--- src/tps_pkg.sv ---
// Shared types, constants and helpers for the triangle plane splitter.
package tps_pkg;

  typedef logic signed [31:0] coord_t;
  typedef coord_t [2:0] vec_t;

  localparam logic [1:0] AXIS_Z = 2'd2;
  localparam logic [1:0] AXIS_BAD = 2'd3;

  typedef struct packed {
    vec_t       a;
    vec_t       b;
    vec_t       c;
    logic [1:0] ax;
    coord_t     plane;
    logic       split;
    logic       cpos;
  } job_t;

  typedef struct packed {
    logic full;
    logic empty;
  } q_stat_t;

  typedef enum logic [2:0] {
    BK_IDLE,
    BK_MUL,
    BK_DIV,
    BK_FIN,
    BK_EMIT
  } bk_state_t;

  function automatic logic [32:0] ext33(input coord_t v);
    ext33 = {v[31], v};
  endfunction

  function automatic logic [31:0] mag33(input logic [32:0] d);
    logic [32:0] n;
    n = -d;
    mag33 = d[32] ? n[31:0] : d[31:0];
  endfunction

endpackage

--- src/tps_queue.sv ---
// Short queue of classified jobs between the front and back ends.
module tps_queue import tps_pkg::*; #(
  parameter int DEPTH = 2
) (
  input  logic    clk,
  input  logic    rst_n,
  input  logic    push,
  input  job_t    push_job,
  input  logic    pop,
  output job_t    pop_job,
  output q_stat_t stat
);

  localparam int PW = (DEPTH > 1) ? $clog2(DEPTH) : 1;
  localparam int CW = $clog2(DEPTH + 1);
  localparam logic [PW-1:0] PTR_LAST = PW'(DEPTH - 1);
  localparam logic [CW-1:0] CNT_FULL = CW'(DEPTH);

  job_t          mem_r [DEPTH];
  logic [PW-1:0] wr_r, wr_nxt, rd_r, rd_nxt;
  logic [CW-1:0] cnt_r, cnt_nxt;
  logic          do_push, do_pop;

  assign stat.full  = (cnt_r == CNT_FULL);
  assign stat.empty = (cnt_r == '0);
  assign do_push    = push && !stat.full;
  assign do_pop     = pop && !stat.empty;
  assign pop_job    = mem_r[rd_r];

  always_comb begin
    wr_nxt  = do_push ? ((wr_r == PTR_LAST) ? '0 : wr_r + 1'b1) : wr_r;
    rd_nxt  = do_pop ? ((rd_r == PTR_LAST) ? '0 : rd_r + 1'b1) : rd_r;
    cnt_nxt = cnt_r + CW'(do_push) - CW'(do_pop);
  end

  always_ff @(posedge clk) begin
    if (!rst_n) begin
      wr_r  <= '0;
      rd_r  <= '0;
      cnt_r <= '0;
    end else begin
      wr_r  <= wr_nxt;
      rd_r  <= rd_nxt;
      cnt_r <= cnt_nxt;
    end
  end

  always_ff @(posedge clk) begin
    if (do_push) begin
      mem_r[wr_r] <= push_job;
    end
  end

endmodule

--- config.mk ---
export PLATFORM = sky130hd
export DESIGN_NAME = tps_queue
export DESIGN_NICKNAME = d
export VERILOG_FILES = /design/src/tps_pkg.sv /design/src/tps_queue.sv
export SDC_FILE = /design/constraint.sdc
export NUM_CORES = 1
export LEC_CHECK = 0
export BUFFER_PORTS_ARGS = -buffer_cell sky130_fd_sc_hd__buf_2
export CAP_MARGIN = 5
export CORE_AREA = 2 2 257 259
export DETAILED_ROUTE_END_ITERATION = 16
export DIE_AREA = 0 0 259 261
export GPL_ROUTABILITY_DRIVEN = 1
export SYNTH_ARGS = -nofsm -noshare
export SYNTH_HDL_FRONTEND = slang
export SYNTH_SLANG_ARGS = --single-unit
export TNS_END_PERCENT = 10
--- constraint.sdc ---
create_clock -name clk -period 32.5 [get_ports clk]
set_input_delay 3.25 -clock clk [delete_from_list [all_inputs] [get_ports clk]]
set_output_delay 3.25 -clock clk [all_outputs]
set_load 0.005 [all_outputs]
After elaboration in Yosys (flattened, before gate mapping)
Memories as Yosys holds them, arrays and structs flattened. A register that Yosys moved wholly into a read port is not among the register bits.
Index checks and enable logic that the tools add are counted.
Widths: inputs -> output; s select.
- flip-flop bits (word level): 4
- bits in latches: 0
- RAM bits: 648
- ROM bits: 0
- bits of input ports: 328
- output and inout bits: 326
- word-level logic and storage cells: 20
- memories: 1
- add/subtract/negate cells: 4
- multipliers: 0
- div/mod/pow operators: 0
- $lt $le $gt $ge: 0
- equal/unequal tests: 1
- shifts and indexed selects: 0
- mux-type cells: 6
- bitwise gates (word level): 0
- reductions and logical operators: 5
- memory list (memory ; depth ; width ; read ports ; clocked after Yosys merged registers in ; wr ports ; line ; text):
    mem_r ; 2 ; 324 ; 1 ; 1 ; 1 ; tps_queue.sv:19 ; job_t mem_r [DEPTH];
- operators with widths (cell ; count):
    $mux 1 ; 6
    $add 1x1->1 const B ; 2
    $add 2x1->2 ; 1
    $eq 2x2->1 const B ; 1
    $logic_and 1x1->1 ; 2
    $logic_not 1->1 ; 2
    $logic_not 2->1 ; 1
    $sub 2x1->2 ; 1

Depth between registers and ports, before layout
Gate-level depths: netlist (run 1).
- depth in word-level cells: 5
- mapped depth: 8
- depth with buffers taken out: 8

Worst setup path after synthesis (run 1)
OpenSTA, ideal clock, no wires.
- path type: in2reg
- from: input port push
- to: memory mem_r[0][0] (netlist bit), enable pin
- library setup time: 1016 ps
- data arrival time: 16756 ps
- data required time: 31484 ps
- slack: 14728 ps
- stages on the path: 2
- path buffers: 0
- cell sequence: nand2_1 > nor2_1
- word-level cells in the longest chain between the ends: 3
- ends and longest elaborated chain (what ; line ; text):
    from (decl) ; tps_queue.sv:7 ; input logic push,
    $logic_and 1x1->1 ; tps_queue.sv:26 ; assign do_push = push && !stat.full;
    $mux 1 ; tps_queue.sv:49 ; if (do_push) begin
    $mux 1 (not written as such) ; tps_queue.sv:50 ; mem_r[wr_r] <= push_job;
    to (decl) ; tps_queue.sv:19 ;
Every way passes these cells.

==> results of run 1 <==
kinds of logic (layout without fill, tap and decap cells):
kind of cell | Yosys count | after routing
other | 0 | 17
DFF | 653 | 653
and+or+nand+nor | 13 | 13
xor gates and xnor gates | 2 | 2
AOI/OAI and AO/OA | 1 | 1
buffers and inverters | 39 | 785
adders and majority gates | 2 | 2
muxes | 325 | 325
cell type report:
type / count / area, sq um / share of cell area, %
tap: 864 / 1080 / 3.61
clock inverter: 31 / 270 / 0.903
timing repair buffer: 663 / 3370 / 11.3
multi-input combinational: 343 / 3780 / 12.6
antenna: 17 / 42.5 / 0.142
clock buffer: 88 / 1820 / 6.08
sequential: 653 / 19600 / 65.3
inverter: 3 / 11.3 / 0.0376
cell usage after synthesis:
| cell | number |
|---|---|
| and2_1 | 2 |
| and3_1 | 1 |
| buf_2 | 6 |
| buf_6 | 30 |
| dfxtp_1 | 5 |
| edfxtp_1 | 648 |
| ha_1 | 2 |
| inv_1 | 3 |
| mux2_2 | 324 |
| mux2i_1 | 1 |
| nand2_1 | 2 |
| nand2b_1 | 2 |
| nor2_1 | 5 |
| nor3_1 | 1 |
| o21a_1 | 1 |
| xnor2_1 | 1 |
| xor2_1 | 1 |
final timing paths:
check / from / endpoint / slack (ns) / depth (start not counted)
worst max-delay path: flip-flop / pop_job[65] / 25.57 / 4
worst max register to register: cnt_r[0] / mem_r[0][288] / 29.20 / 5
worst min-delay path: rd_r / flip-flop / 0.53 / 2
worst min register to register: rd_r / flip-flop / 0.53 / 2
worst max-delay path, stage by stage (launching register included):
cell and delay (ns):
dfxtp_4 0.61, buf_4 0.74, buf_4 0.96, mux2_2 0.45, buf_2 0.13
stage by stage:
step	hold slack [ns]	std cells	setup WS, ns	total power, uW
after floorplan	0.455	1035	14.73	1530
after global placement	0.498	2526	26.14	1700
after detailed placement	0.519	2526	26.13	1700
after CTS	0.534	2645	25.48	2440
after global routing	0.548	2660	25.33	2520
final	0.533	2662	25.57	2410
routing by layer:
metal | part of all wire [%] | track usage [%] | vias to the layer above
li1 | - | - | 5558
met1 | 36 | 16.8 | 6108
met2 | 53 | 27.0 | 434
met3 | 8.0 | 5.36 | 101
met4 | 3.2 | 7.74 | 6
met5 | 0.060 | 0 | -
sequential cells by signal, indices dropped and copies added (netlist names), named ones only:
register,cells
rd_r,1
mem_r,648
cnt_r,2
wr_r,1
power breakdown:
part / switching [uW] / total, uW / internal [uW]
Combinational: 288 / 555 / 266
Sequential: 34.5 / 1120 / 1090
Clock: 308 / 728 / 421
Total: 630 / 2410 / 1770
==> reports/results.ini, run 1 <==
[status]
outcome = finished clean

[timing]
hold_viol_final = 0
finalClockSkew_ns = 0.0220
slew_headroom_pct = 16.1
final_max_slew_viol_count = 0
fin_crit_sh_pct = 21.3
setup_viol = 0
worst_slew_pin_slew_ns = 1.26
fmax_ghz = 0.144
rsz0062_at_grt = no
fin_crit_ns = 6.93
tns_ns = 0

[logic_synthesis]
synth_top_family_by_area = multiplexers
synthTopCellsByArea = edfxtp_1 82%, mux2_2 15%, buf_6 1.4%
yosysUniqueCellTypes = 17
synthMuxAreaShare_pct = 15.4
ys_seq_area_share_pct = 82.5
avgSynthCellArea_sq_um = 22.9
synth_fa_ha_area_share_pct = 0.106
synth_fp_nets = 1365
synth_area_leader_cell = edfxtp_1
netlist_area_sq_um = 23700
synth_top_area_share_pct = 82.1
synth-xor-area-share_pct = 0.0739
netlist_instances = 1035
synth_compound_area_share_pct = 0.0317
synthSimpleGateAreaFrac_pct = 0.264
yosys_register_bits = 653
synth_warnings = 0

[place]
place_hpwl_microns = 38100
portBuffers = 653
place_area_sq_um = 27800
gp_congestion = 0.840

[die]
row_count = 94
coreArea_sq_um = 65000
io_pins = 654
die_h_microns = 261
start_util_pct = 36.5
die_area_sq_um = 67600
die_w_microns = 259

[cts]
cts_buffers = 69
cts_num_sinks = 653
ctsResizeCount = 0
cts_setup_buffers = 0
clockBufferDepth = 3
clock_latency_ns = 0.59
htreeDepth = 3
postCtsHoldBufs = 0
path_clk_slew_ns = 0.05
cts_root_buffer = clkbuf_16
cts_tree = built

[detailed_routing]
dr.pass1.iters = 5
via_per_inst = 4.59
routedWlPerCell_microns = 20.6
routed-via-count = 12200
wl_microns = 54900
final_antenna_net_count = 0
drt_iter0_markers = 732
drc = 0

[worst_setup_path]
worstSetupPathType = reg2out
path_max_fanout = 81
worstSetupEndpointType = primary output
startpoint_type = flip-flop
crit_required_ns = 29.25
crit_arrival_ns = 3.68

[cells_and_area]
nets = 2063
drive_gt1_share_pct = 60.7
area_growth_pct = 26.3
fill_cells = 5636
final_cell_mix = 653 x buf_2, 648 x edfxtp_1, 324 x mux2_2, 70 x clkbuf_16, 18 x clkbuf_1
stdcell_area_sq_um = 29900
final_common_cell = buf_2
utilization_pct = 46.0

[job]
maxCapViolations = 0

[pwr]
irDropWorstVdd_mv = 0.0570
p_leak_uw = 0.0110
power_density_nw_per_um2 = 80.3

[global_routing]
grt_pass1_vias = 12800
grt_first_pass_wirelength_microns = 78000
overflow = 0
grt_usage_pct = 15.5
grt_max_degree = 175
antenna_found_initial = 20

[min_path]
hold_path_class = reg2reg

(Power assumes the default switching activity.)
==> inputs of run 2 (changes only) <==
ABC_AREA = 1   (was default)
CORE_AREA = 2 2 251 253   (was 2 2 257 259)
DIE_AREA = 0 0 253 255   (was 0 0 259 261)
clock period = 6.6 ns   (was 32.5 ns; I/O delays follow)
==> run 2 against run 1 <==
Against the previous run: count of clock-buffer cells in the layout down 2; final cell count is 2.1% lower; critical endpoint is now pop_job[257]; highest routed layer unchanged; setup slack lost 22 ns; routed wire length down 1.9%.
==> reports/results.ini, run 2 <==
[logic_synthesis]
synth_ff_type = edfxtp_1
yosysMostFrequentCell = edfxtp_1
netlist_instances = 1046  ; +1.1%
yosys_register_bits = 653  ; unchanged
async_flop_share_pct = 0  ; unchanged
ys_seq_area_share_pct = 82.4  ; about the same
synth_common_cells = 648 x edfxtp_1, 324 x mux2_2, 30 x buf_6
synth_area_leader_cell = edfxtp_1
netlist_area_sq_um = 23700  ; about the same
yosysUniqueCellTypes = 11  ; -6
synth_warnings = 0  ; unchanged
synthTopCellsByArea = edfxtp_1 82%, mux2_2 15%, buf_6 1.4%
synth_fp_nets = 1376  ; +0.81%
avgSynthCellArea_sq_um = 22.7  ; -0.99%
synth_top_area_share_pct = 82.0  ; about the same
synth_enable_flop_cells = 648  ; unchanged

[timing]
finalClockSkew_ns = 0.0298  ; +0.00788 ns
tns_ns = 0  ; unchanged
hold_viol_final = 0  ; unchanged
rsz0062_at_grt = no
fin_crit_ns = 3.13
fin_crit_sh_pct = 47.4
worst_slew_pin_slew_ns = 1.20  ; -0.0631 ns
slew_headroom_pct = 20.3  ; +4.2 points
setup_viol = 0  ; unchanged
fmax_ghz = 0.320
final_max_slew_viol_count = 0  ; unchanged

[die]
io_pins = 654  ; unchanged
die_area_sq_um = 64500  ; -4.6%
die_h_microns = 255  ; -2.3%
start_util_pct = 38.2  ; +1.7 points
die_w_microns = 253  ; -2.3%
row_count = 92  ; -2.1%
coreArea_sq_um = 62200  ; -4.4%

[detailed_routing]
final_antenna_net_count = 0  ; unchanged
dr.pass1.iters = 4  ; -1
drt_iter0_markers = 681  ; -7.0%
routedWlPerCell_microns = 20.7  ; +0.20%
drc = 0  ; unchanged
wl_microns = 53800  ; -1.9%
routed-via-count = 12200  ; -0.016%
via_per_inst = 4.68  ; +2.1%

[global_routing]
grt_first_pass_wirelength_microns = 74900  ; -4.0%
grt_max_degree = 169  ; -3.4%
grt_usage_pct = 15.6  ; +0.13 points
antenna_found_initial = 21  ; +5.0%
overflow = 0  ; unchanged
grt_pass1_vias = 12700  ; -0.82%

[cells_and_area]
final_common_cell = buf_2
top_register = mem_r
fill_cells = 5275  ; -6.4%
final_cell_mix = 653 x buf_2, 648 x edfxtp_1, 324 x mux2_2, 73 x clkbuf_16, 13 x clkbuf_1
area_growth_pct = 26.4  ; about the same
largest_reg_flops = 648  ; unchanged
drive_gt1_share_pct = 60.4  ; -0.27 points
largest_registers = mem_r x648, cnt_r x2
register_area_sq_um = 19600  ; unchanged
multi_input_area_sq_um = 3770  ; -0.36%
nets = 2073  ; +0.48%
stdcell_area_sq_um = 30000  ; +0.15%

[pwr]
power_uw = 11500  ; +380%
irDropWorstVdd_mv = 0.299  ; +430%
power_density_nw_per_um2 = 383  ; +380%
p_leak_uw = 0.0111  ; +0.76%

[place]
place_area_sq_um = 27800  ; -0.18%
place_hpwl_microns = 36100  ; -5.2%
portBuffers = 653  ; unchanged
gp_congestion = 0.779  ; -7.3%

[min_path]
holdPathStages = 1  ; -1
hold_path_startpoint = push_job[119]
hold_path_class = in2reg
hold_end = mem_r[1][119]

[cts]
cts_buffers = 71  ; +2.9%
ctsResizeCount = 0  ; unchanged
path_clk_slew_ns = 0.06  ; about the same
cts_num_sinks = 653  ; unchanged
clock_latency_ns = 0.60  ; about the same
cts_setup_buffers = 0  ; unchanged
cts_tree = built
postCtsHoldBufs = 0  ; unchanged
clockBufferDepth = 3  ; unchanged
htreeDepth = 3  ; unchanged
cts_root_buffer = clkbuf_16

[worst_setup_path]
cp_slowest_stage_delay_ns = 0.53  ; -0.43 ns
worstReg2RegEnd = mem_r[1][269]
path_max_fanout = 168  ; +110%
crit_chain = buf_12 > mux2_2 > buf_2
cp_num_buf_inv = 2  ; -1
worstSetupPathType = reg2out
critPathSlowestCell = buf_12
reg2reg_depth = 5  ; unchanged
worstSetupEndpointType = primary output
rr_startpoint = cnt_r[0]
crit_arrival_ns = 2.47  ; -1.21 ns
crit_family = buffers and inverters
startpoint_type = flip-flop
rrSetupSlack_ns = 3.99  ; -25.21 ns
crit_required_ns = 5.94  ; -23.31 ns

[job]
maxCapViolations = 0  ; unchanged

[status]
outcome = finished clean

==> run 2: how the worst max path moves through the flow <==
stage                   start  cells past startpoint            end  slack [ns]
floorplan                push                      2    mem_r[1][0]       -1.08
global placement         push                      4  mem_r[1][311]        3.80
detailed placement       push                      4  mem_r[1][295]        3.83
CTS                 flip-flop                      3    pop_job[11]        3.52
global route        flip-flop                      3   pop_job[257]        3.40
finish              flip-flop                      3   pop_job[257]        3.47
==> run 2: final cells by class <==
cell class                 count  share of cell area, %
inverter                       9                  0.138
clock buffer                  86                   6.26
sequential                   653                   65.2
clock inverter                33                   1.02
antenna                       18                  0.150
tap                          799                   3.33
multi-input combinational    348                   12.6
timing repair buffer         660                   11.3
==> run 2: cell families after synthesis <==
family | after synthesis | share of synthesized area (%)
flip-flops | 653 | 82.4
AO/OA/AOI/OAI | 2 | 0.0422
adder cells (fa/ha/maj) | 2 | 0.105
multiplexers | 324 | 15.4
buffers and inverters | 45 | 1.69
AND/OR/NAND/NOR | 20 | 0.332
==> run 2: layer usage <==
layer  vias up  global-route usage, %  share of wire [%]
met5         -                      0               0.13
met4        12                   8.37                3.6
met3       113                   5.55                8.1
met2       390                   26.9                 52
met1      6092                   16.9                 36
li1       5598                      -                  -
==> run 2: stage by stage <==
| stage | std cells | hold WS, ns | worst slack, ns | utilization [%] |
|---|---|---|---|---|
| after floorplan | 1046 | 0.467 | -1.08 | - |
| after global placement | 2469 | 0.489 | 3.80 | 44.7 |
| after detailed placement | 2469 | 0.494 | 3.83 | 44.7 |
| after CTS | 2588 | 0.187 | 3.52 | 48.2 |
| after global routing | 2602 | 0.197 | 3.40 | 48.2 |
| final | 2606 | 0.243 | 3.47 | 48.2 |
==> run 2: power by group <==
part	leakage [uW]	switching, uW	internal, uW	total (uW)
Combinational	0.00391	1270	1120	2380
Sequential	0.00610	113	5270	5380
Clock	0.00107	1560	2150	3710
