**src/tps_pkg.sv**
```systemverilog
// Shared types, constants and helpers for the triangle plane splitter.
package tps_pkg;

  typedef logic signed [31:0] coord_t;
  typedef coord_t [2:0] vec_t;

  localparam logic [1:0] AXIS_Z = 2'd2;
  localparam logic [1:0] AXIS_BAD = 2'd3;

  typedef struct packed {
    vec_t       a;
    vec_t       b;
    vec_t       c;
    logic [1:0] ax;
    coord_t     plane;
    logic       split;
    logic       cpos;
  } job_t;

  typedef struct packed {
    logic full;
    logic empty;
  } q_stat_t;

  typedef enum logic [2:0] {
    BK_IDLE,
    BK_MUL,
    BK_DIV,
    BK_FIN,
    BK_EMIT
  } bk_state_t;

  function automatic logic [32:0] ext33(input coord_t v);
    ext33 = {v[31], v};
  endfunction

  function automatic logic [31:0] mag33(input logic [32:0] d);
    logic [32:0] n;
    n = -d;
    mag33 = d[32] ? n[31:0] : d[31:0];
  endfunction

endpackage

```
**src/tps_out_if.sv**
```systemverilog
// Result channel carrying one output triangle with its side and last flags.
interface tps_out_if;
  logic               valid;
  logic               ready;
  logic signed [31:0] out_a_x;
  logic signed [31:0] out_a_y;
  logic signed [31:0] out_a_z;
  logic signed [31:0] out_b_x;
  logic signed [31:0] out_b_y;
  logic signed [31:0] out_b_z;
  logic signed [31:0] out_c_x;
  logic signed [31:0] out_c_y;
  logic signed [31:0] out_c_z;
  logic               on_positive;
  logic               last_piece;

  modport source(output valid, out_a_x, out_a_y, out_a_z, out_b_x, out_b_y, out_b_z,
                 out_c_x, out_c_y, out_c_z, on_positive, last_piece, input ready);
  modport sink(input valid, out_a_x, out_a_y, out_a_z, out_b_x, out_b_y, out_b_z,
               out_c_x, out_c_y, out_c_z, on_positive, last_piece, output ready);
endinterface

```
**src/tps_back.sv**
```systemverilog
// Back end: computes edge crossings with a shared multiplier and divider and emits pieces.
module tps_back import tps_pkg::*; (
  input  logic      clk,
  input  logic      rst_n,
  input  q_stat_t   q_stat,
  input  job_t      q_job,
  output logic      pop,
  tps_out_if.source out_ch
);

  localparam logic [1:0] COMP_LAST  = 2'd2;
  localparam logic [1:0] PIECE_LAST = 2'd2;
  localparam logic [1:0] PIECE_MID  = 2'd1;
  localparam logic [4:0] STEP_LAST  = 5'd31;

  bk_state_t   state_r, state_nxt;
  job_t        job_r;
  vec_t        p_r, q_r;
  logic        edge_r;
  logic [1:0]  comp_r, piece_r;
  logic [4:0]  cnt_r;
  logic [31:0] rem_r, lo_r, den_r;
  logic        neg_r;
  logic        out_valid_r;
  vec_t        o0_r, o1_r, o2_r;
  logic        opos_r, olast_r;

  vec_t        s_vec;
  logic [32:0] d_num, d_den, d_m, t_div, t_sub;
  logic [63:0] prod;
  logic        ge;
  coord_t      res;
  logic        out_ld, last_now;
  vec_t        n0, n1, n2;
  logic        npos;

  assign s_vec = edge_r ? job_r.b : job_r.a;
  assign d_num = ext33(job_r.plane) - ext33(s_vec[job_r.ax]);
  assign d_den = ext33(job_r.c[job_r.ax]) - ext33(s_vec[job_r.ax]);
  assign d_m   = ext33(job_r.c[comp_r]) - ext33(s_vec[comp_r]);
  assign prod  = 64'(mag33(d_m)) * 64'(mag33(d_num));
  assign t_div = {rem_r, lo_r[31]};
  assign t_sub = t_div - {1'b0, den_r};
  assign ge    = t_div >= {1'b0, den_r};
  assign res   = neg_r ? s_vec[comp_r] - $signed(lo_r) : s_vec[comp_r] + $signed(lo_r);
  assign last_now = !job_r.split || (piece_r == PIECE_LAST);

  always_comb begin
    state_nxt = state_r;
    case (state_r)
      BK_IDLE: begin
        if (!q_stat.empty) state_nxt = q_job.split ? BK_MUL : BK_EMIT;
      end
      BK_MUL: state_nxt = BK_DIV;
      BK_DIV: begin
        if (cnt_r == STEP_LAST) state_nxt = BK_FIN;
      end
      BK_FIN: begin
        if (comp_r == COMP_LAST && edge_r) state_nxt = BK_EMIT;
        else state_nxt = BK_MUL;
      end
      BK_EMIT: begin
        if (out_ld && last_now) state_nxt = BK_IDLE;
      end
      default: state_nxt = BK_IDLE;
    endcase
  end

  always_comb begin
    pop    = 1'b0;
    out_ld = 1'b0;
    case (state_r)
      BK_IDLE: pop = !q_stat.empty;
      BK_EMIT: out_ld = !out_valid_r || out_ch.ready;
      default: begin
        pop    = 1'b0;
        out_ld = 1'b0;
      end
    endcase
  end

  always_comb begin
    npos = job_r.cpos;
    n0   = job_r.a;
    n1   = job_r.b;
    n2   = job_r.c;
    if (job_r.split) begin
      if (piece_r == PIECE_LAST) begin
        n0   = job_r.a;
        n1   = q_r;
        n2   = job_r.b;
        npos = !job_r.cpos;
      end else if (piece_r == PIECE_MID) begin
        n0   = p_r;
        n1   = q_r;
        n2   = job_r.a;
        npos = !job_r.cpos;
      end else begin
        n0 = p_r;
        n1 = q_r;
        n2 = job_r.c;
      end
    end
  end

  always_ff @(posedge clk) begin
    if (!rst_n) begin
      state_r     <= BK_IDLE;
      out_valid_r <= 1'b0;
    end else begin
      state_r <= state_nxt;
      if (out_ld) out_valid_r <= 1'b1;
      else if (out_ch.ready) out_valid_r <= 1'b0;
    end
  end

  always_ff @(posedge clk) begin
    case (state_r)
      BK_IDLE: begin
        job_r   <= q_job;
        edge_r  <= 1'b0;
        comp_r  <= '0;
        piece_r <= '0;
      end
      BK_MUL: begin
        rem_r <= prod[63:32];
        lo_r  <= prod[31:0];
        den_r <= mag33(d_den);
        neg_r <= (d_m[32] != d_num[32]) != d_den[32];
        cnt_r <= '0;
      end
      BK_DIV: begin
        rem_r <= ge ? t_sub[31:0] : t_div[31:0];
        lo_r  <= {lo_r[30:0], ge};
        cnt_r <= cnt_r + 1'b1;
      end
      BK_FIN: begin
        if (edge_r) q_r[comp_r] <= res;
        else p_r[comp_r] <= res;
        if (comp_r == COMP_LAST) begin
          comp_r <= '0;
          edge_r <= 1'b1;
        end else begin
          comp_r <= comp_r + 1'b1;
        end
      end
      BK_EMIT: begin
        if (out_ld) begin
          o0_r    <= n0;
          o1_r    <= n1;
          o2_r    <= n2;
          opos_r  <= npos;
          olast_r <= last_now;
          piece_r <= piece_r + 1'b1;
        end
      end
      default: begin
        cnt_r <= cnt_r;
      end
    endcase
  end

  assign out_ch.valid       = out_valid_r;
  assign out_ch.out_a_x     = o0_r[0];
  assign out_ch.out_a_y     = o0_r[1];
  assign out_ch.out_a_z     = o0_r[2];
  assign out_ch.out_b_x     = o1_r[0];
  assign out_ch.out_b_y     = o1_r[1];
  assign out_ch.out_b_z     = o1_r[2];
  assign out_ch.out_c_x     = o2_r[0];
  assign out_ch.out_c_y     = o2_r[1];
  assign out_ch.out_c_z     = o2_r[2];
  assign out_ch.on_positive = opos_r;
  assign out_ch.last_piece  = olast_r;

endmodule

```
**src/flat_wrapper.sv**
```systemverilog
// flat-port wrapper written by rule: the top's interface ports become plain ports
module tps_back_flat import tps_pkg::*;
  (clk, rst_n, q_stat, q_job, pop, out_ch_valid, out_ch_out_a_x, out_ch_out_a_y, out_ch_out_a_z, out_ch_out_b_x, out_ch_out_b_y, out_ch_out_b_z, out_ch_out_c_x, out_ch_out_c_y, out_ch_out_c_z, out_ch_on_positive, out_ch_last_piece, out_ch_ready);
  tps_out_if out_ch_i ();
  input  logic clk;
  input  logic rst_n;
  input  q_stat_t q_stat;
  input  job_t q_job;
  output logic pop;
  output wire logic [$bits(out_ch_i.valid)-1:0] out_ch_valid;
  output wire logic [$bits(out_ch_i.out_a_x)-1:0] out_ch_out_a_x;
  output wire logic [$bits(out_ch_i.out_a_y)-1:0] out_ch_out_a_y;
  output wire logic [$bits(out_ch_i.out_a_z)-1:0] out_ch_out_a_z;
  output wire logic [$bits(out_ch_i.out_b_x)-1:0] out_ch_out_b_x;
  output wire logic [$bits(out_ch_i.out_b_y)-1:0] out_ch_out_b_y;
  output wire logic [$bits(out_ch_i.out_b_z)-1:0] out_ch_out_b_z;
  output wire logic [$bits(out_ch_i.out_c_x)-1:0] out_ch_out_c_x;
  output wire logic [$bits(out_ch_i.out_c_y)-1:0] out_ch_out_c_y;
  output wire logic [$bits(out_ch_i.out_c_z)-1:0] out_ch_out_c_z;
  output wire logic [$bits(out_ch_i.on_positive)-1:0] out_ch_on_positive;
  output wire logic [$bits(out_ch_i.last_piece)-1:0] out_ch_last_piece;
  input wire logic [$bits(out_ch_i.ready)-1:0] out_ch_ready;
  assign out_ch_valid = out_ch_i.valid;
  assign out_ch_out_a_x = out_ch_i.out_a_x;
  assign out_ch_out_a_y = out_ch_i.out_a_y;
  assign out_ch_out_a_z = out_ch_i.out_a_z;
  assign out_ch_out_b_x = out_ch_i.out_b_x;
  assign out_ch_out_b_y = out_ch_i.out_b_y;
  assign out_ch_out_b_z = out_ch_i.out_b_z;
  assign out_ch_out_c_x = out_ch_i.out_c_x;
  assign out_ch_out_c_y = out_ch_i.out_c_y;
  assign out_ch_out_c_z = out_ch_i.out_c_z;
  assign out_ch_on_positive = out_ch_i.on_positive;
  assign out_ch_last_piece = out_ch_i.last_piece;
  assign out_ch_i.ready = out_ch_ready;
  tps_back u_core (.clk(clk), .rst_n(rst_n), .q_stat(q_stat), .q_job(q_job), .pop(pop), .out_ch(out_ch_i));
endmodule
```
**config.mk**
```make
export PLATFORM = sky130hd
export DESIGN_NAME = tps_back_flat
export DESIGN_NICKNAME = d
export VERILOG_FILES = /design/src/tps_pkg.sv /design/src/tps_out_if.sv /design/src/tps_back.sv /design/src/flat_wrapper.sv
export SDC_FILE = /design/constraint.sdc
export NUM_CORES = 2
export LEC_CHECK = 0
export BUFFER_PORTS_ARGS = -buffer_cell sky130_fd_sc_hd__buf_2
export CELL_PAD_IN_SITES_DETAIL_PLACEMENT = 1
export CELL_PAD_IN_SITES_GLOBAL_PLACEMENT = 1
export CORE_MARGIN = 4
export CORE_UTILIZATION = 25
export DETAILED_ROUTE_END_ITERATION = 7
export GPL_ROUTABILITY_DRIVEN = 0
export GPL_TIMING_DRIVEN = 0
export PLACE_DENSITY_LB_ADDON = 0.1
export SLEW_MARGIN = 10
export SYNTH_ARGS = -nofsm -noshare
export SYNTH_HDL_FRONTEND = slang
export SYNTH_SLANG_ARGS = --single-unit
```
**constraint.sdc**
```tcl
create_clock -name clk -period 35.9 [get_ports clk]
set_input_delay 3.59 -clock clk [delete_from_list [all_inputs] [get_ports clk]]
set_output_delay 3.59 -clock clk [all_outputs]
set_load 0.01 [all_outputs]
```
=== After elaboration in Yosys (flattened, before gate mapping) ===
Cells that the tools add are included.

* $add $sub $neg: 12
* Multipliers: 1
* Order comparisons: 4
* Equality and inequality tests: 15
* Multiplexer cells: 46
* Bitwise logic cells: 1
* Reduce and logical (&&, ||, !) cells: 20

{| class="wikitable"
|+ Operators by type and width
! cell !! count
|-
| 96-bit 2-to-1 mux || 7
|-
| 32-bit 2-to-1 mux || 10
|-
| 32-bit binary-select mux with 2-bit select || 4
|-
| 96-bit bitwise mux || 2
|-
| 32-bit one-hot mux with 2 select lines || 2
|-
| 32-bit by 32-bit subtractor with 33-bit output || 3
|-
| 32-bit negator || 3
|-
| 32-bit demux with 2-bit select || 1
|-
| 32-bit by 32-bit multiplier with 64-bit output || 1
|-
| 32-bit subtractor || 2
|-
| 33-bit by 32-bit greater-or-equal comparator with 1-bit output || 1
|-
| 32-bit adder || 1
|-
| 3-bit 2-to-1 mux || 5
|-
| 3-bit one-hot mux with 5 select lines || 1
|-
| 5-bit one-hot mux with 2 select lines || 1
|-
| 2-bit AND reduction || 5
|-
| 1-bit 2-to-1 mux || 8
|-
| 2-bit by 1-bit inequality test with 1-bit output (second input constant) || 4
|-
| 2-bit one-hot mux with 2 select lines || 2
|-
| 2-bit nonzero test || 4
|-
| 3-bit by 2-bit equality test with 1-bit output (second input constant) || 2
|-
| 2-bit by 3-bit < comparator with 1-bit output (second input constant) || 2
|-
| 5-bit by 1-bit adder with 5-bit output (second input constant) || 1
|-
| 5-bit equality test (second input constant) || 1
|-
| 16 further kinds || 26
|}

* Flip-flop bits (word level): 917
* Bits of input ports: 329

=== Logic depth before layout (Yosys ltp) ===
* Depth after elaboration: 8
* Depth in mapped cells: 55

=== Least setup slack after synthesis ===
No wires, ideal clock.

* Path kind: input to register
* Start: in out_ch_ready
* End: reg u_core.olast_r, in the netlist u_core.out_ch.last_piece, enable pin
* Setup time: 0.952 ns
* Arrival time: 15.733 ns
* Required time: 34.948 ns
* Slack: 19.216 ns
* Stages: 2
* Buffers on the path: 0
* Cell sequence: nor2b_1 -> nor2_1

* Cells in the longest elaborated chain, start to end: 3

{| class="wikitable"
|+ Ends and longest elaborated chain
! item !! line !! RTL
|-
| start: declaration || flat_wrapper.sv:22 || <nowiki>input wire logic [$bits(out_ch_i.ready)-1:0] out_ch_ready;</nowiki>
|-
| 1-bit logical OR || tps_back.sv:74 || <nowiki>BK_EMIT: out_ld = !out_valid_r || out_ch.ready;</nowiki>
|-
| 1-bit 2-to-1 mux || tps_back.sv:72 || <nowiki>case (state_r)</nowiki>
|-
| named net u_core.out_ld || tps_back.sv:33 || <nowiki>logic out_ld, last_now;</nowiki>
|-
| 2-bit AND reduction (no line) || - ||
|-
| end signal: assignment || tps_back.sv:153 || <nowiki>olast_r <= last_now;</nowiki>
|-
| end: declaration || tps_back.sv:26 || <nowiki>logic opos_r, olast_r;</nowiki>
|}

The timed path passes the listed nets, and every way through them passes these cells.
A chain may end at the register's enable or synchronous reset.

=== Worst setup path in the final report ===
* Start: reg u_core.edge_r
* End: reg u_core.rem_r[31] (data pin)

* Cells in the longest elaborated chain, start to end: 8
* Elaborated cells between the ends (all ways): 13
* Those cells by class: add/sub (4); mul (1); mux (8)

{| class="wikitable"
|+ Ends and longest elaborated chain
! item !! line !! RTL
|-
| start: declaration || tps_back.sv:19 || <nowiki>logic edge_r;</nowiki>
|-
| start signal: assignment || tps_back.sv:121 || <nowiki>edge_r <= 1'b0;</nowiki>
|-
| start signal: assignment || tps_back.sv:142 || <nowiki>edge_r <= 1'b1;</nowiki>
|-
| 96-bit 2-to-1 mux * || tps_back.sv:37 || <nowiki>assign s_vec = edge_r ? job_r.b : job_r.a;</nowiki>
|-
| 32-bit binary-select mux with 2-bit select, on equally long branches || tps_back.sv:40, tps_back.sv:38 ||
|-
| 32-bit 2-to-1 mux, on equally long branches || tps_back.sv:40, tps_back.sv:38 ||
|-
| 32-bit by 32-bit subtractor with 33-bit output, on equally long branches || tps_back.sv:40, tps_back.sv:38 ||
|-
| 32-bit negator || tps_pkg.sv:39 || <nowiki>n = -d;</nowiki>
|-
| 32-bit 2-to-1 mux || tps_pkg.sv:40 || <nowiki>mag33 = d[32] ? n[31:0] : d[31:0];</nowiki>
|-
| 32-bit by 32-bit multiplier with 64-bit output * || tps_back.sv:41 || <nowiki>assign prod = 64'(mag33(d_m)) * 64'(mag33(d_num));</nowiki>
|-
| 32-bit one-hot mux with 2 select lines * || tps_back.sv:118 || <nowiki>case (state_r)</nowiki>
|-
| end signal: assignment || tps_back.sv:126 || <nowiki>rem_r <= prod[63:32];</nowiki>
|-
| end signal: assignment || tps_back.sv:133 || <nowiki>rem_r <= ge ? t_sub[31:0] : t_div[31:0];</nowiki>
|-
| end: declaration || tps_back.sv:22 || <nowiki>logic [31:0] rem_r, lo_r, den_r;</nowiki>
|}

Mark *: on every way between the ends. The rest lies on a longest branch, timed or not. The select of a mux whose other input is x is not followed.

==> impl_metrics.ini <==
[sta]
worst_pin_slew_ns = 1.53
slew_headroom_pct = -2.79
final.setup.tns_ns = 0
rsz0062_at_grt = no
whs_ns = 0.480
final-max-slew-violation-count = 5
hold_violations = 0
setup_violations = 0
fin_crit_ns = 19.93
period_share_pct = 55.5
skew_ns = 0.0956
fmax_mhz = 50.2

[logic_synthesis]
synth.avg_cell_area_um2 = 10.0
synth.area.top_cells = edfxtp_1, fa_1, ha_1, inv_1, o21ai_0
async_reset_ff_share_pct = 0
yosysSeqAreaShare_pct = 32.9
syn-num-nets = 10000
synth_ff_type = edfxtp_1
yosys_register_bits = 917
synth_top_area_cell = edfxtp_1
synth-edff-count = 913
ys_warn_count = 0
synth_cell_types = 102
syn_area_um2 = 83600
synthCells = 8337
synth_top_cell_area_share_pct = 32.8

[clock_tree]
clk_latency_ns = 0.90
clk_pin_slew_worst_paths_ns = 0.06
cts_setup_buffers = 0
cts_buffers = 117
cts_hold_buffers = 0
cts_buffer_depth = 4
cts_tree = yes
clockRootBuffer = clkbuf_16
clock_sinks = 917
cts_max_level = 3
post_cts_resized = 0

[cells_and_area]
stdcell_area_um2 = 97600
fill_cells = 38000
post-route-util_pct = 29.3
drive_gt1_share_pct = 13.1
nets = 10800
area_growth_pct = 16.7

[worst_setup_path]
path_depth = 43
worst_setup_path_end_kind = flip-flop
crit_arrival_ns = 20.51
cp_common_cell = fa_1
reg2reg_slack_ns = 15.97
worst-path-buf-inv = 8
worstReg2RegStart = u_core.edge_r
startpoint = u_core.edge_r
endpoint = u_core.rem_r[31]
crit_slowest_cell = clkbuf_1
cp.required_ns = 36.48
crit_family = compound AO/OA/AOI/OAI gates
critical_path_class = flip-flop to flip-flop
slowest_delay_ns = 1.03
worstReg2RegEnd = u_core.rem_r[31]
start_kind = flip-flop
critPathMaxFanout = 10
reg2reg_depth = 43

[drt]
vias = 71200
wl_um = 481000
wl_per_cell_um = 35.3
vias_per_cell = 5.23
post-route-drc-count = 0
drt_iter0_drc = 6279
dr.pass1.iters = 6
ant_nets = 0

[die]
core_um2 = 333000
num_io_pins = 621
num_rows = 212
start_util_pct = 25.1
dieArea_um2 = 344000
die_w_um = 586
die_y_um = 586

[global_route]
grt_pass1_wl_um = 649000
met3_usage_pct = 4.68
antenna_found_initial = 42
met2_usage_pct = 45.0
grt_usage_pct = 27.4
gr-total-overflow = 0
grt-busiest-layer = met2
first_global_vias = 75600
use_met1_pct = 34.8
grt_max_degree = 94

[status]
violations = max-capacitance violations, max-slew violations
status = complete, but fails checks

[min_path]
min-delay-path-class = flip-flop to flip-flop

[placed_design]
placed_area_um2 = 93600
io_buffers = 619
place_hpwl_um = 400000

[run]
maxCapViolations = 1
-- layout make-up --
class	count	area [µm²]	share of cell area [%]
well taps	4387	5490	5.63
flip-flops and latches	917	27500	28.2
diodes	14	35.0	0.0359
clock buffers	128	2970	3.04
inverters	1181	4440	4.55
plain buffers	485	2010	2.06
multi-input cells	5754	50200	51.5
repair buffers	672	3990	4.09
clock inverters	81	923	0.946
-- registers in the layout (all words and copies together) (netlist names), 3 cells and up --
name and cells:
u_core.lo_r 32, u_core.state_r 3, u_core.out_ch.out_a_x 32, u_core.rem_r 32, u_core.job_r 324, u_core.den_r 32, u_core.p_r 96, u_core.out_ch.out_b_y 32
u_core.out_ch.out_a_z 32, u_core.out_ch.out_a_y 32, u_core.out_ch.out_b_z 32, u_core.out_ch.out_c_y 32, u_core.cnt_r 5, u_core.q_r 96, u_core.out_ch.out_c_x 32, u_core.out_ch.out_c_z 32
u_core.out_ch.out_b_x 32
-- worst register-to-register path, delay by kind of cell (launching register included) --
kind | cells | cell delay (ns)
AOI/OAI and AO/OA | 14 | 5.42
xor gates and xnor gates | 2 | 1.15
DFF | 1 | 0.33
adders and majority gates | 10 | 4.89
and+or+nand+nor | 7 | 1.93
buffers and inverters | 8 | 5.02
muxes | 2 | 0.88
-- cell families (layout without fill, tap and decap cells) --
| family | count (synthesis) | count (layout) | share of synthesized area, % |
|---|---|---|---|
| mux | 249 | 249 | 3.13 |
| other cells | 0 | 14 | 0 |
| buf+inv | 1666 | 2547 | 7.68 |
| compound gates | 2260 | 2260 | 16.0 |
| xor+xnor | 291 | 291 | 3.08 |
| fa+ha+maj | 1334 | 1334 | 28.0 |
| simple gates | 1620 | 1620 | 9.20 |
| flops | 917 | 917 | 32.9 |
-- routing by layer --
metal  vias up  wire length [µm]
li1      30200                 -
met1     37400            199000
met2      2835            222000
met3       763             31800
met4        12             28700
met5         -                75
-- layout by cell type, fill, tap and decap left out, types with 21 or more instances in the layout --
cell type | Yosys | final
a211oi_1 | 35 | 34
a21boi_0 | 25 | 25
a21o_1 | 160 | 160
a21oi_1 | 626 | 625
a31oi_1 | 130 | 130
and2_1 | 55 | 52
and3_1 | 47 | 44
buf_1 | 31 | 30
buf_2 | 79 | 699
buf_6 | 7 | 25
clkbuf_1 | 361 | 357
clkbuf_16 | 0 | 117
clkinv_1 | 0 | 22
clkinv_2 | 0 | 22
edfxtp_1 | 913 | 913
fa_1 | 901 | 901
ha_1 | 433 | 433
inv_1 | 1181 | 1180
mux2_2 | 103 | 103
mux2i_1 | 146 | 145
nand2_1 | 450 | 450
nand2b_1 | 52 | 51
nand3_1 | 109 | 109
nand4_1 | 21 | 21
nor2_1 | 548 | 547
nor2b_1 | 39 | 39
nor3_1 | 113 | 113
o211ai_1 | 26 | 26
o21a_1 | 63 | 63
o21ai_0 | 795 | 795
o21ai_1 | 42 | 41
o21bai_1 | 29 | 29
o22a_1 | 33 | 33
o22ai_1 | 105 | 105
o31ai_1 | 28 | 28
o32a_1 | 30 | 30
or3_1 | 56 | 56
xnor2_1 | 183 | 159
xnor2_2 | 4 | 27
xor2_1 | 104 | 83
-- through the flow --
step	instances	setup slack [ns]
floorplan	8337	19.22
global placement	13300	10.13
detailed placement	13400	16.19
CTS	13600	16.16
global route	13600	15.76
finish	13600	15.97
-- worst min-delay path by stage --
stage / start / end / cells after the start
after floorplan: u_core.p_r[94] / u_core.out_ch.out_a_z[30] / 2
after global placement: u_core.p_r[9] / u_core.out_ch.out_a_x[9] / 2
after detailed placement: u_core.p_r[72] / u_core.out_ch.out_a_z[8] / 2
after CTS: u_core.q_r[50] / u_core.out_ch.out_b_y[18] / 1
after global routing: u_core.q_r[50] / u_core.out_ch.out_b_y[18] / 1
final: u_core.q_r[50] / u_core.out_ch.out_b_y[18] / 1
-- synthesized netlist by cell type, types with 10 or more instances --
master and count:
a21oi_1 626, nand3_1 109, o211ai_1 26, o21bai_1 29
nor3_2 19, a21o_1 160, a21boi_1 10, clkbuf_1 361
xnor2_1 183, mux2i_1 146, or2_2 10, nand2_1 450
inv_1 1181, or3_1 56, fa_1 901, mux2_2 103
buf_1 31, and3_1 47, o22a_1 33, ha_1 433
edfxtp_1 913, o21ai_0 795, o21a_1 63, nor3_1 113
nor4_1 18, nand4_1 21, a211oi_1 35, buf_2 79
o21ai_1 42, a21boi_0 25, a31oi_1 130, xor2_1 104
o31ai_1 28, o21ai_2 11, o32a_1 30, nor2_1 548
and2_1 55, o22ai_1 105, nand2b_1 52, o2111ai_1 14
nor2b_1 39
Power is left out: the tool's default activity adds up to more than one toggle a clock period on the data nets, which glitch-free logic cannot reach.
